==> src/idt_pkg.sv <==
// Shared constants, types and codes of the idempotency table.
`timescale 1ns / 1ps
package idt_pkg;

  localparam int TABLE_ENTRIES = 16;
  localparam int IDX_W   = (TABLE_ENTRIES > 1) ? $clog2(TABLE_ENTRIES) : 1;
  localparam int KEY_W   = 64;
  localparam int DIG_W   = 64;
  localparam int ST_W    = 4;
  localparam int STAMP_W = 63;
  localparam int RC_W    = 2;

  localparam int IN_DATA_W  = 200;
  localparam int OUT_DATA_W = 8;

  localparam logic [STAMP_W-1:0] STAMP_START = {STAMP_W{1'b1}};

  localparam logic OP_LOOKUP   = 1'b0;
  localparam logic OP_REMEMBER = 1'b1;

  localparam logic [RC_W-1:0] RC_OK        = 2'd0;
  localparam logic [RC_W-1:0] RC_NOT_FOUND = 2'd1;
  localparam logic [RC_W-1:0] RC_CONFLICT  = 2'd2;

  // Search token that walks down the row of cells, one cell per cycle.
  typedef struct packed {
    logic               valid;
    logic               found;
    logic [IDX_W-1:0]   hit_idx;
    logic               dig_eq;
    logic [ST_W-1:0]    status;
    logic               empty_found;
    logic [IDX_W-1:0]   empty_idx;
    logic [STAMP_W-1:0] oldest_stamp;
    logic [IDX_W-1:0]   oldest_idx;
  } probe_t;

  // Write command broadcast to all cells at the end of a scan.
  typedef struct packed {
    logic               full;
    logic               upd;
    logic [IDX_W-1:0]   idx;
    logic [KEY_W-1:0]   key;
    logic [DIG_W-1:0]   digest;
    logic [ST_W-1:0]    status;
    logic [STAMP_W-1:0] stamp;
  } wr_t;

endpackage

==> src/idt_cell.sv <==
// One table entry with its slice of the key search and the replacement search.
`timescale 1ns / 1ps
module idt_cell (
  input  logic                        clk,
  input  logic                        rst_n,
  input  logic [idt_pkg::IDX_W-1:0]   cell_idx,
  input  logic [idt_pkg::KEY_W-1:0]   q_key,
  input  logic [idt_pkg::DIG_W-1:0]   q_digest,
  input  idt_pkg::probe_t             probe_in,
  input  idt_pkg::wr_t                wr,
  output idt_pkg::probe_t             probe_out
);

  logic                         valid_r;
  logic [idt_pkg::KEY_W-1:0]    key_r;
  logic [idt_pkg::DIG_W-1:0]    digest_r;
  logic [idt_pkg::ST_W-1:0]     status_r;
  logic [idt_pkg::STAMP_W-1:0]  stamp_r;
  idt_pkg::probe_t              probe_r;
  idt_pkg::probe_t              probe_nxt;
  logic                         wr_hit;

  assign wr_hit = (wr.idx == cell_idx);

  always_comb begin
    probe_nxt = probe_in;
    if (!probe_in.found && valid_r && (key_r == q_key)) begin
      probe_nxt.found   = 1'b1;
      probe_nxt.hit_idx = cell_idx;
      probe_nxt.dig_eq  = (digest_r == q_digest);
      probe_nxt.status  = status_r;
    end
    if (!valid_r && !probe_in.empty_found) begin
      probe_nxt.empty_found = 1'b1;
      probe_nxt.empty_idx   = cell_idx;
    end
    // Strictly older only, so the first of equal stamps is kept.
    if (valid_r && (stamp_r < probe_in.oldest_stamp)) begin
      probe_nxt.oldest_stamp = stamp_r;
      probe_nxt.oldest_idx   = cell_idx;
    end
  end

  always_ff @(posedge clk) begin
    if (!rst_n) begin
      valid_r <= 1'b0;
    end else begin
      if (wr.full && wr_hit) begin
        valid_r <= 1'b1;
      end
    end
  end

  always_ff @(posedge clk) begin
    if (!rst_n) begin
      probe_r.valid <= 1'b0;
    end else begin
      probe_r.valid <= probe_in.valid;
    end
    probe_r.found        <= probe_nxt.found;
    probe_r.hit_idx      <= probe_nxt.hit_idx;
    probe_r.dig_eq       <= probe_nxt.dig_eq;
    probe_r.status       <= probe_nxt.status;
    probe_r.empty_found  <= probe_nxt.empty_found;
    probe_r.empty_idx    <= probe_nxt.empty_idx;
    probe_r.oldest_stamp <= probe_nxt.oldest_stamp;
    probe_r.oldest_idx   <= probe_nxt.oldest_idx;
    if (wr_hit && wr.full) begin
      key_r    <= wr.key;
      digest_r <= wr.digest;
    end
    if (wr_hit && (wr.full || wr.upd)) begin
      status_r <= wr.status;
      stamp_r  <= wr.stamp;
    end
  end

  assign probe_out = probe_r;

endmodule

==> config.mk <==
export PLATFORM = sky130hd
export DESIGN_NAME = idt_cell
export DESIGN_NICKNAME = d
export VERILOG_FILES = /design/src/idt_pkg.sv /design/src/idt_cell.sv
export SDC_FILE = /design/constraint.sdc
export NUM_CORES = 1
export LEC_CHECK = 0
export CORE_AREA = 2 2 193 195
export CTS_BUF_LIST = sky130_fd_sc_hd__clkbuf_8
export DETAILED_ROUTE_END_ITERATION = 16
export DIE_AREA = 0 0 195 197
export DONT_BUFFER_PORTS = 1
export GPL_TIMING_DRIVEN = 0
export PLACE_DENSITY = 0.43
export SYNTH_ARGS = -nofsm -noshare
export SYNTH_HDL_FRONTEND = slang
export SYNTH_SLANG_ARGS = --single-unit
==> constraint.sdc <==
create_clock -name clk -period 5.6 [get_ports clk]
set_clock_uncertainty 0.2 [all_clocks]
set_input_delay 1.12 -clock clk [delete_from_list [all_inputs] [get_ports clk]]
set_output_delay 1.12 -clock clk [all_outputs]
set_load 0.01 [all_outputs]
==> run summary, run 1 <==
#FFs+latches synth - 279
Hpwl dp - 25.25 mm
Synth warn - 0
Synthesized instance count - 787
Die Area - 0.03842 mm²
Post-CTS setup buffer count - 0
Worst setup SP type - primary input
Finished Layout Cells - 1355
Worst rel slew slack - 0.2222
Most frequent cells in the layout - edfxtp_1, xor2_1, inv_1, dfxtp_1, ha_1
Area grow syn2layout - 13.79%
Pre-CTS WS - 1535 ps
Delay-heaviest family, CP - simple AND/OR/NAND/NOR gates
DRT iter0 DRCs - 231
RSZ-0062 raised after global routing - false
CTS clk-pin slew, worst paths - 60 ps
Global-route wire length before repair - 44.67 mm
Met3 usage in global routing - 0.07615
Clk_lat worst skew - 590 ps
Worst setup margin - 2247 ps
Largest net degree at the start of global routing - 69
Post-synthesis net count - 1267
Rows - 70
Sequential cell area fraction in the yosys report - 0.6441
Commonest non-fill, non-tap cell in the layout - edfxtp_1
Setup_tns - 0 ps
Post-CTS sizing - 0
Worst IR Drop VDD - 0.1714 mV
Die Y - 197 µm
Final min period - 3353 ps
Remaining global-route overflow - 0
Hold Fails Final Rpt - 0
CTS Buf Count - 49
Crit-path slowest cell - nor4b_4
Core area - 0.03626 mm²
Mapped cell area - 0.01170 mm²
Routability cong. - 0.8581
Pre-Repair DR Iteration Count - 4
Number of enable flip-flop cells after synthesis - 195
Avg WL per Cell - 23.60 µm
GRT Resource Usage Total - 0.1614
CP max FO - 10
HP Class - flip-flop to flip-flop
Synth async-reset ratio - 0
Largest stage delay, worst path - 1030 ps
Required time at the worst-slack endpoint - 5850 ps
Max cap viols - 0
Fin util - 0.3673
Critical path cell sequence - xnor2_1 -> o221ai_1 -> a2111oi_0 -> nand4_1 -> nor4b_4 -> mux2_2
CTS Root Cell - clkbuf_8
Slew Viols, Final - 0
Initial antenna violation count - 17
Share of layout cells above drive strength 1 - 0.1802
H-tree level count - 2
Final setup violation count - 0
I/O pin count - 501
Lkg Pwr - 5.095 nW
CTS sink cnt - 279
Placed cells - 1258
Status - finished clean
Final Cycle Share - 0.5988
Cell Pwr Density - 327.7 mW/mm²
Die width - 195 µm
Unique masters post-synth - 43
Top Usage Layer GRT - met2
Synthesized area per cell - 14.87 µm²
Via/cell ratio - 4.748
Number of global-route vias before repair - 6980
Nets - 1321
Crit end category - flip-flop
Met2 Resource Use GR - 0.2813
CP arrival - 3600 ps
Total power - 4.363 mW
Type of the worst setup path - primary input to flip-flop
Initial core utilization - 0.3227
Buf+Inv Stages, Crit Path - 0
Wirelength, routed - 31.98 mm
Via Count - 6433
PortBufs - 0
CTS tree - built
Top_reg_cell synth - edfxtp_1
Worst-margin pin slew - 1162 ps
Fmax - 298.2 MHz
Drt drc - 0
Met1 Resource Use GR - 0.1535
Hold buffers post-CTS - 0
Post-route antenna net violation count - 0
Max Buffers Root-to-Sink - 3
==> flip-flops by register name, indices dropped and copies added, names as in the netlist <==
signal / flops
probe_out: 83
digest_r: 64
key_r: 64
stamp_r: 63
status_r: 4
valid_r: 1
==> layout make-up <==
type | count | area [µm²]
Clock buffer | 55 | 757.0
Sequential cell | 279 | 7537
Multi-Input combinational cell | 428 | 3841
Inverter | 73 | 274.0
Clock inverter | 32 | 153.9
Buffer | 7 | 60.06
Timing Repair Buffer | 3 | 82.58
Antenna cell | 10 | 25.02
Tap cell | 468 | 585.6
Fill cell | 3505 | 22940
==> cell usage after synthesis (3+ instances only) <==
| cell type | n | share of area |
|---|---|---|
| a21oi_1 | 28 | 0.012 |
| a221oi_1 | 3 | 0.0022 |
| buf_2 | 3 | 0.0013 |
| buf_6 | 4 | 0.0038 |
| dfxtp_1 | 84 | 0.14 |
| edfxtp_1 | 195 | 0.50 |
| ha_1 | 62 | 0.066 |
| inv_1 | 73 | 0.023 |
| mux2_2 | 50 | 0.048 |
| mux2_4 | 30 | 0.038 |
| nand2_1 | 23 | 0.0074 |
| nand3_1 | 5 | 0.0021 |
| nand4_1 | 15 | 0.0080 |
| nor2_1 | 9 | 0.0029 |
| nor3_1 | 4 | 0.0017 |
| nor4_1 | 30 | 0.016 |
| o21ai_0 | 11 | 0.0047 |
| xnor2_1 | 13 | 0.0097 |
| xor2_1 | 110 | 0.082 |
==> worst register-to-register path, delay by kind of cell (launching register included) <==
family	cells	cell delay [ps]
AND/OR/NAND/NOR	2	1290
AO/OA/AOI/OAI	2	630
multiplexers	1	430
flip-flops	1	380
XOR/XNOR	1	140
==> path summary, 6_finish.rpt <==
path / start / end / slack (ps) / cells past startpoint
worst max-delay path: q_key[4] / probe_out[74] / 2250 / 6
worst max register to register: key_r[4] / probe_out[74] / 2390 / 6
worst min-delay path: status_r[1] / probe_out[73] / 280 / 1
worst min register to register: status_r[1] / probe_out[73] / 280 / 1
==> power breakdown <==
group / internal [mW] / total (mW) / switching [mW]
clock network: 0.939 / 1.75 / 0.815
registers: 2.31 / 2.37 / 0.0660
logic: 0.122 / 0.235 / 0.113
total: 3.37 / 4.36 / 0.994
==> logic make-up (layout without fill, tap and decap cells) <==
group	count (synthesis)	in the layout	share of synthesized area
buf+inv	80	170	0.02855
fa+ha+maj	62	62	0.06629
simple gates	99	99	0.04854
xor+xnor	123	123	0.09206
compound gates	64	64	0.03389
flops	279	279	0.6441
mux	80	80	0.08660
other cells	0	10	0
==> per-stage QoR <==
stage	cell area, µm²	hold WS, ps
2_1_floorplan	11700	203.8
3_3_place_gp	12290	253.5
3_5_place_dp	12380	262.1
4_1_cts	13290	278.2
5_1_grt	13310	295.9
6_report	13320	277.7
==> per-layer routing <==
| metal | share of wire | up-vias |
|---|---|---|
| met4 | 0.046 | 10 |
| met1 | 0.33 | 2994 |
| met5 | 0.0020 | - |
| li1 | - | 2995 |
| met2 | 0.51 | 341 |
| met3 | 0.11 | 93 |
No activity file was read; power rests on OpenSTA's default activity.
==> run 2: changes to the inputs <==
Settings changed: PLACE_DENSITY 0.43 to 0.45.
Clock period 5.6 ns to 3 ns, I/O delays scaled along.
==> run 2 against run 1 <==
Compared with the run above: the flow now stops in clock tree synthesis (4_1_cts); synthesized area unchanged; synthesized cell count unchanged.
==> run summary, run 2 <==
Unique masters post-synth - 43
Hold buffers post-CTS - 271
PortBufs - 0
H-tree level count - 2
Top_reg_cell synth - edfxtp_1
Routability cong. - 0.7605
Die width - 195 µm
Post-synthesis net count - 1267
Most common cell in the netlist - edfxtp_1
Rows - 70
Initial core utilization - 0.3227
CTS sink cnt - 279
Top-area cell type share of the netlist area - 0.5004
Mapped cell area - 0.01170 mm²
Hpwl dp - 25.37 mm
Post-CTS sizing - 5
#FFs+latches synth - 279
Fail Step - clock tree synthesis (4_1_cts)
Synth area leader - edfxtp_1
CTS Root Cell - clkbuf_8
Die Y - 197 µm
Status - stopped before the end
Most frequent cells after synthesis - edfxtp_1, xor2_1, dfxtp_1, inv_1, ha_1
First Err - [ERROR RSZ-0060] Max buffer count reached.
Largest cells by area after synthesis - edfxtp_1, dfxtp_1, xor2_1
CTS Buf Count - 49
Synthesized area per cell - 14.87 µm²
I/O pin count - 501
Sequential cell area fraction in the yosys report - 0.6441
Number of enable flip-flop cells after synthesis - 195
Max Buffers Root-to-Sink - 3
Synth warn - 0
Synth async-reset ratio - 0
Synthesized instance count - 787
Post-CTS setup buffer count - 8
## run 2: cell counts after synthesis
Identical to the previous run, type by type.
## run 2: logic make-up after synthesis
logic type,Yosys count,share of synthesized area
xor gates and xnor gates,123,0.09206
buffers and inverters,80,0.02855
adders and majority gates,62,0.06629
AOI/OAI and AO/OA,64,0.03389
DFF,279,0.6441
muxes,80,0.08660
and+or+nand+nor,99,0.04854
## run 2: stage by stage
step / setup TNS [ps] / utilization / std cells / area (µm²) / setup slack [ps]
after floorplan: 0 / - / 787 / 11710 / 14.94
after global placement: -92160 / 0.3390 / 1255 / 12290 / -674.3
after detailed placement: -34810 / 0.3405 / 1257 / 12350 / -666.0
==> run 3: changes to the inputs <==
Settings changed: CORE_AREA 2 2 193 195 to 2 2 196 198, CTS_BUF_LIST sky130_fd_sc_hd__clkbuf_8 to default, DIE_AREA 0 0 195 197 to 0 0 198 200, PLACE_DENSITY 0.45 to default, PLACE_DENSITY_LB_ADDON from default to 0.15.
Clock period 3 ns to 3.9 ns, I/O delays scaled along.
==> run 3 against run 2 <==
Compared with the run above: the flow now finishes without violations.
==> run summary, run 3 (synthesis results as in run 1) <==
Max cap viols - 0
Combinational power share - 0.048
Avg WL per Cell - 23.47 µm
Final Cycle Share - 0.8499
Placed cells - 1300
Hpwl dp - 25.45 mm
Setup_tns - 0 ps
Worst setup margin - 585.4 ps
Worst setup SP type - flip-flop
Core area - 0.03740 mm²
PortBufs - 0
Delay-heaviest family, CP - simple AND/OR/NAND/NOR gates
Power share of the sequential group - 0.479
Crit end category - flip-flop
Area grow syn2layout - 16.31%
Buf+Inv Stages, Crit Path - 0
Initial antenna violation count - 9
Largest net degree at the start of global routing - 67
Commonest non-fill, non-tap cell in the layout - edfxtp_1
Die Y - 200 µm
Global-route wire length before repair - 44.08 mm
Sw frac - 0.2089
Die width - 198 µm
HP Class - primary input to flip-flop
Wirelength, routed - 32.01 mm
Via Count - 6273
Share of layout cells above drive strength 1 - 0.1731
Total power - 7.107 mW
Die Area - 0.03960 mm²
I/O pin count - 501
Final min period - 3315 ps
Crit-path slowest cell - nor4b_4
Max Buffers Root-to-Sink - 3
DRT iter0 DRCs - 215
Clk_lat worst skew - 540 ps
Hold slack final - 134.4 ps
GRT Resource Usage Total - 0.1570
Required time at the worst-slack endpoint - 4100 ps
Clock share of power - 0.473
Placement Cell Area - 0.01241 mm²
Remaining global-route overflow - 0
H-tree level count - 2
CP arrival - 3520 ps
CTS Buf Count - 34
Routability cong. - 0.7901
Most common cell on crit path - nor4_1
Rows - 71
CP max FO - 10
Post-CTS sizing - 0
Hold Fails Final Rpt - 0
CTS Root Cell - clkbuf_16
CTS sink cnt - 279
Slew Viols, Final - 0
Pre-Repair DR Iteration Count - 4
Cell Pwr Density - 522.1 mW/mm²
Finished Cell Area - 0.01361 mm²
Initial core utilization - 0.3129
Fin util - 0.3639
Lkg Pwr - 5.126 nW
Hold buffers post-CTS - 0
Via/cell ratio - 4.599
Max reg flops - 83
Fmax - 301.7 MHz
Internal power - 5.622 mW
Drt drc - 0
Worst-margin pin slew - 1163 ps
CTS tree - built
Type of the worst setup path - flip-flop to flip-flop
Switching pwr - 1.485 mW
Status - finished clean
Post-route antenna net violation count - 0
Worst rel slew slack - 0.2215
Critical path cell sequence - xor2_1 -> nor4_1 -> nand3_1 -> nor4_1 -> nor4b_4 -> mux2_2
Pre-CTS WS - 91.16 ps
CTS clk-pin slew, worst paths - 60 ps
Final setup violation count - 0
Most frequent cells in the layout - edfxtp_1, xor2_1, dfxtp_1, inv_1, ha_1
Number of global-route vias before repair - 6547
Worst IR Drop VDD - 0.3814 mV
Nets - 1305
Finished Layout Cells - 1364
Largest stage delay, worst path - 1020 ps
Post-CTS setup buffer count - 0
RSZ-0062 raised after global routing - false
-- run 3: power groups by stage --
stage / Combinational, mW / Clock [mW] / Sequential [mW]
floorplan: 0.270 / 0 / 3.45
global placement: 0.337 / 0 / 3.48
detailed placement: 0.344 / 0 / 3.47
CTS: 0.347 / 3.48 / 3.41
global route: 0.394 / 3.59 / 3.42
finish: 0.340 / 3.36 / 3.41
-- run 3: cell type report --
class | count | area, µm²
Inverter | 73 | 274.0
Sequential cell | 279 | 7537
Buffer | 7 | 60.06
Fill cell | 3563 | 23790
Antenna cell | 4 | 10.01
Multi-Input combinational cell | 428 | 3841
Timing Repair Buffer | 2 | 55.05
Clock inverter | 14 | 226.5
Clock buffer | 46 | 967.2
Tap cell | 511 | 639.4
-- run 3: worst register-to-register path, delay by kind of cell, from the launching register on --
family / cells / cell delay, ps
xor gates and xnor gates: 1 / 170
DFF: 1 / 450
muxes: 1 / 420
and+or+nand+nor: 4 / 1940
-- run 3: final timing paths --
kind | start | end | slack [ps] | cells past startpoint
worst max-delay path | key_r[7] | probe_out[78] | 590 | 6
worst min-delay path | wr[34] | stamp_r[34] | 130 | 0
worst max register to register | key_r[7] | probe_out[78] | 590 | 6
worst min register to register | status_r[2] | probe_out[74] | 270 | 1
-- run 3: layer usage --
layer	global-route usage	wire [µm]	vias up
met2	0.2757	16310	272
met3	0.06956	3007	57
met4	0.04818	678	12
met5	0	90	-
li1	-	-	2954
met1	0.1707	11920	2978
==> run 4: changes to the inputs <==
Clock period 3.9 ns to 3.4 ns, I/O delays scaled along.
==> run 4 against run 3 <==
Compared with the run above: first-iteration DRC count down 5.1%; largest cell class unchanged; hold slack worse by 95 ps; utilization about the same; non-clock buffer count up 7; clock-buffer cell count up 4; sequential share of layout area down 0.071 points; fmax up 0.68%; clock power up 7.4%; wire length about the same.
==> run summary, run 4 (synthesis results as in run 1) <==
Worst IR Drop VDD - 0.3761 mV
Status - finished clean
Remaining global-route overflow - 0
FF-to-FF path depth - 6
CTS sink cnt - 279
Cell Pwr Density - 580.5 mW/mm²
Most common cell on crit path - nor4_1
Setup_tns - 0 ps
Commonest non-fill, non-tap cell in the layout - edfxtp_1
Largest stage delay, worst path - 1020 ps
CP max FO - 11
Lkg Pwr - 5.131 nW
RSZ-0062 raised after global routing - false
CTS Root Cell - clkbuf_16
Combinational power share - 0.050
Clk_lat worst skew - 530 ps
Avg WL per Cell - 23.29 µm
Via Count - 6274
Worst setup SP type - flip-flop
Max cap viols - 0
Type of the worst setup path - flip-flop to flip-flop
CTS clk-pin slew, worst paths - 60 ps
Internal power - 6.222 mW
Max Buffers Root-to-Sink - 3
Clock share of power - 0.456
Die Area - 0.03960 mm²
Most frequent cells in the layout - edfxtp_1, xor2_1, dfxtp_1, inv_1, ha_1
Placement Cell Area - 0.01243 mm²
Via/cell ratio - 4.566
Multi-input logic area - 0.003841 mm²
Wirelength, routed - 32.00 mm
Final min period - 3292 ps
Worst rel slew slack - 0.2119
Crit end category - flip-flop
Rows - 71
Largest net degree at the start of global routing - 63
R2R Path End - probe_out[78]
Initial core utilization - 0.3129
Final Cycle Share - 0.9683
Reg2reg start - key_r[2]
Post-CTS setup buffer count - 0
DRT iter0 DRCs - 204
Max reg flops - 83
Required time at the worst-slack endpoint - 3610 ps
Drt drc - 0
CTS tree - built
Fillcell total - 3592
I/O pin count - 501
Hold endpoint - stamp_r[7]
HP Class - primary input to flip-flop
Share of layout cells above drive strength 1 - 0.1731
Die Y - 200 µm
Fin util - 0.3644
Flip-flop and latch area - 0.007537 mm²
Die width - 198 µm
Worst setup margin - 107.9 ps
Worst-margin pin slew - 1177 ps
Global-route wire length before repair - 43.98 mm
Hpwl dp - 25.56 mm
CP arrival - 3500 ps
Post-route antenna net violation count - 0
Core area - 0.03740 mm²
Power share of the sequential group - 0.494
Hold_sp - wr[7]
GRT Resource Usage Total - 0.1573
Crit-path slowest cell - nor4b_4
Pre-CTS WS - -194.6 ps
Critical path cell sequence - xor2_1 -> nor4_1 -> nand3_1 -> nor4_1 -> nor4b_4 -> mux2_2
Initial antenna violation count - 10
H-tree level count - 2
Switching pwr - 1.690 mW
Finished Cell Area - 0.01363 mm²
Hold Fails Final Rpt - 0
Nets - 1312
Final setup violation count - 0
Slew Viols, Final - 0
Pre-Repair DR Iteration Count - 4
Number of global-route vias before repair - 6646
Fmax - 303.8 MHz
Routability cong. - 0.7965
Hold Crit Depth - 0
Area grow syn2layout - 16.45%
Sw frac - 0.2136
R2R Setup Slk - 110 ps
PortBufs - 0
CTS Buf Count - 34
[run 4: cell count changes in the layout (fill, tap and decap cells not counted), sizes merged]
cell / change
buf: +1
bufinv: -4
clkinvlp: -1
clkbuf: +4
clkinv: -1
diode: +4
inv: +1
dlygate4sd3: +6
[run 4: critical path, delay by kind of cell, from the launching register on]
kind / cells / cell delay (ps)
muxes: 1 / 440
and+or+nand+nor: 4 / 1980
DFF: 1 / 390
xor gates and xnor gates: 1 / 160
[run 4: how the worst max path moves through the flow]
stage                 from             to  slack, ps  cells past startpoint
2_1_floorplan  cell_idx[1]     stamp_r[0]         10                      3
3_3_place_gp   cell_idx[1]    stamp_r[28]      -1430                      3
3_5_place_dp     q_key[36]  probe_out[78]       -190                      6
4_1_cts           key_r[2]  probe_out[78]        100                      6
5_1_grt           key_r[2]  probe_out[72]        0.9                      6
6_report          key_r[2]  probe_out[78]        110                      6
[run 4: power by group through the flow]
stage	clock network, mW	logic, mW	registers (mW)
after CTS	3.73	0.405	3.91
final	3.61	0.397	3.91
after global routing	3.87	0.456	3.92
after global placement	0	0.389	3.99
after floorplan	0	0.309	3.95
after detailed placement	0	0.396	3.98
[run 4: per-layer routing]
layer  wire (µm)  track usage  vias to the layer above
met1       11320       0.1618                     2930
met2       16180       0.2676                      302
met5          41            0                        -
li1            -            -                     2972
met3        3483      0.08081                       64
met4         972      0.07212                        6
[run 4: stage by stage]
stage               hold slack [ps]  power, mW  instances
floorplan                     203.8      4.260        787
global placement              256.4      4.376       1298
detailed placement            270.2      4.378       1301
CTS                           1.633      8.048       1366
global route                  2.779      8.246       1373
finish                        39.39      7.911       1374
[run 4: layout make-up]
| cell class | instances | share of cell area |
|---|---|---|
| repair buffers | 9 | 0.009916 |
| clock buffers | 50 | 0.07427 |
| well taps | 511 | 0.04692 |
| diodes | 8 | 0.001469 |
| multi-input cells | 428 | 0.2819 |
| flip-flops and latches | 279 | 0.5531 |
| inverters | 73 | 0.02011 |
| clock inverters | 9 | 0.007987 |
| plain buffers | 7 | 0.004407 |
[run 4: timing repair]
action / in CTS / in global routing
resized for setup: 0 / 0
hold endpoints to repair: 6 / 0
hold buffers: 6 / 0
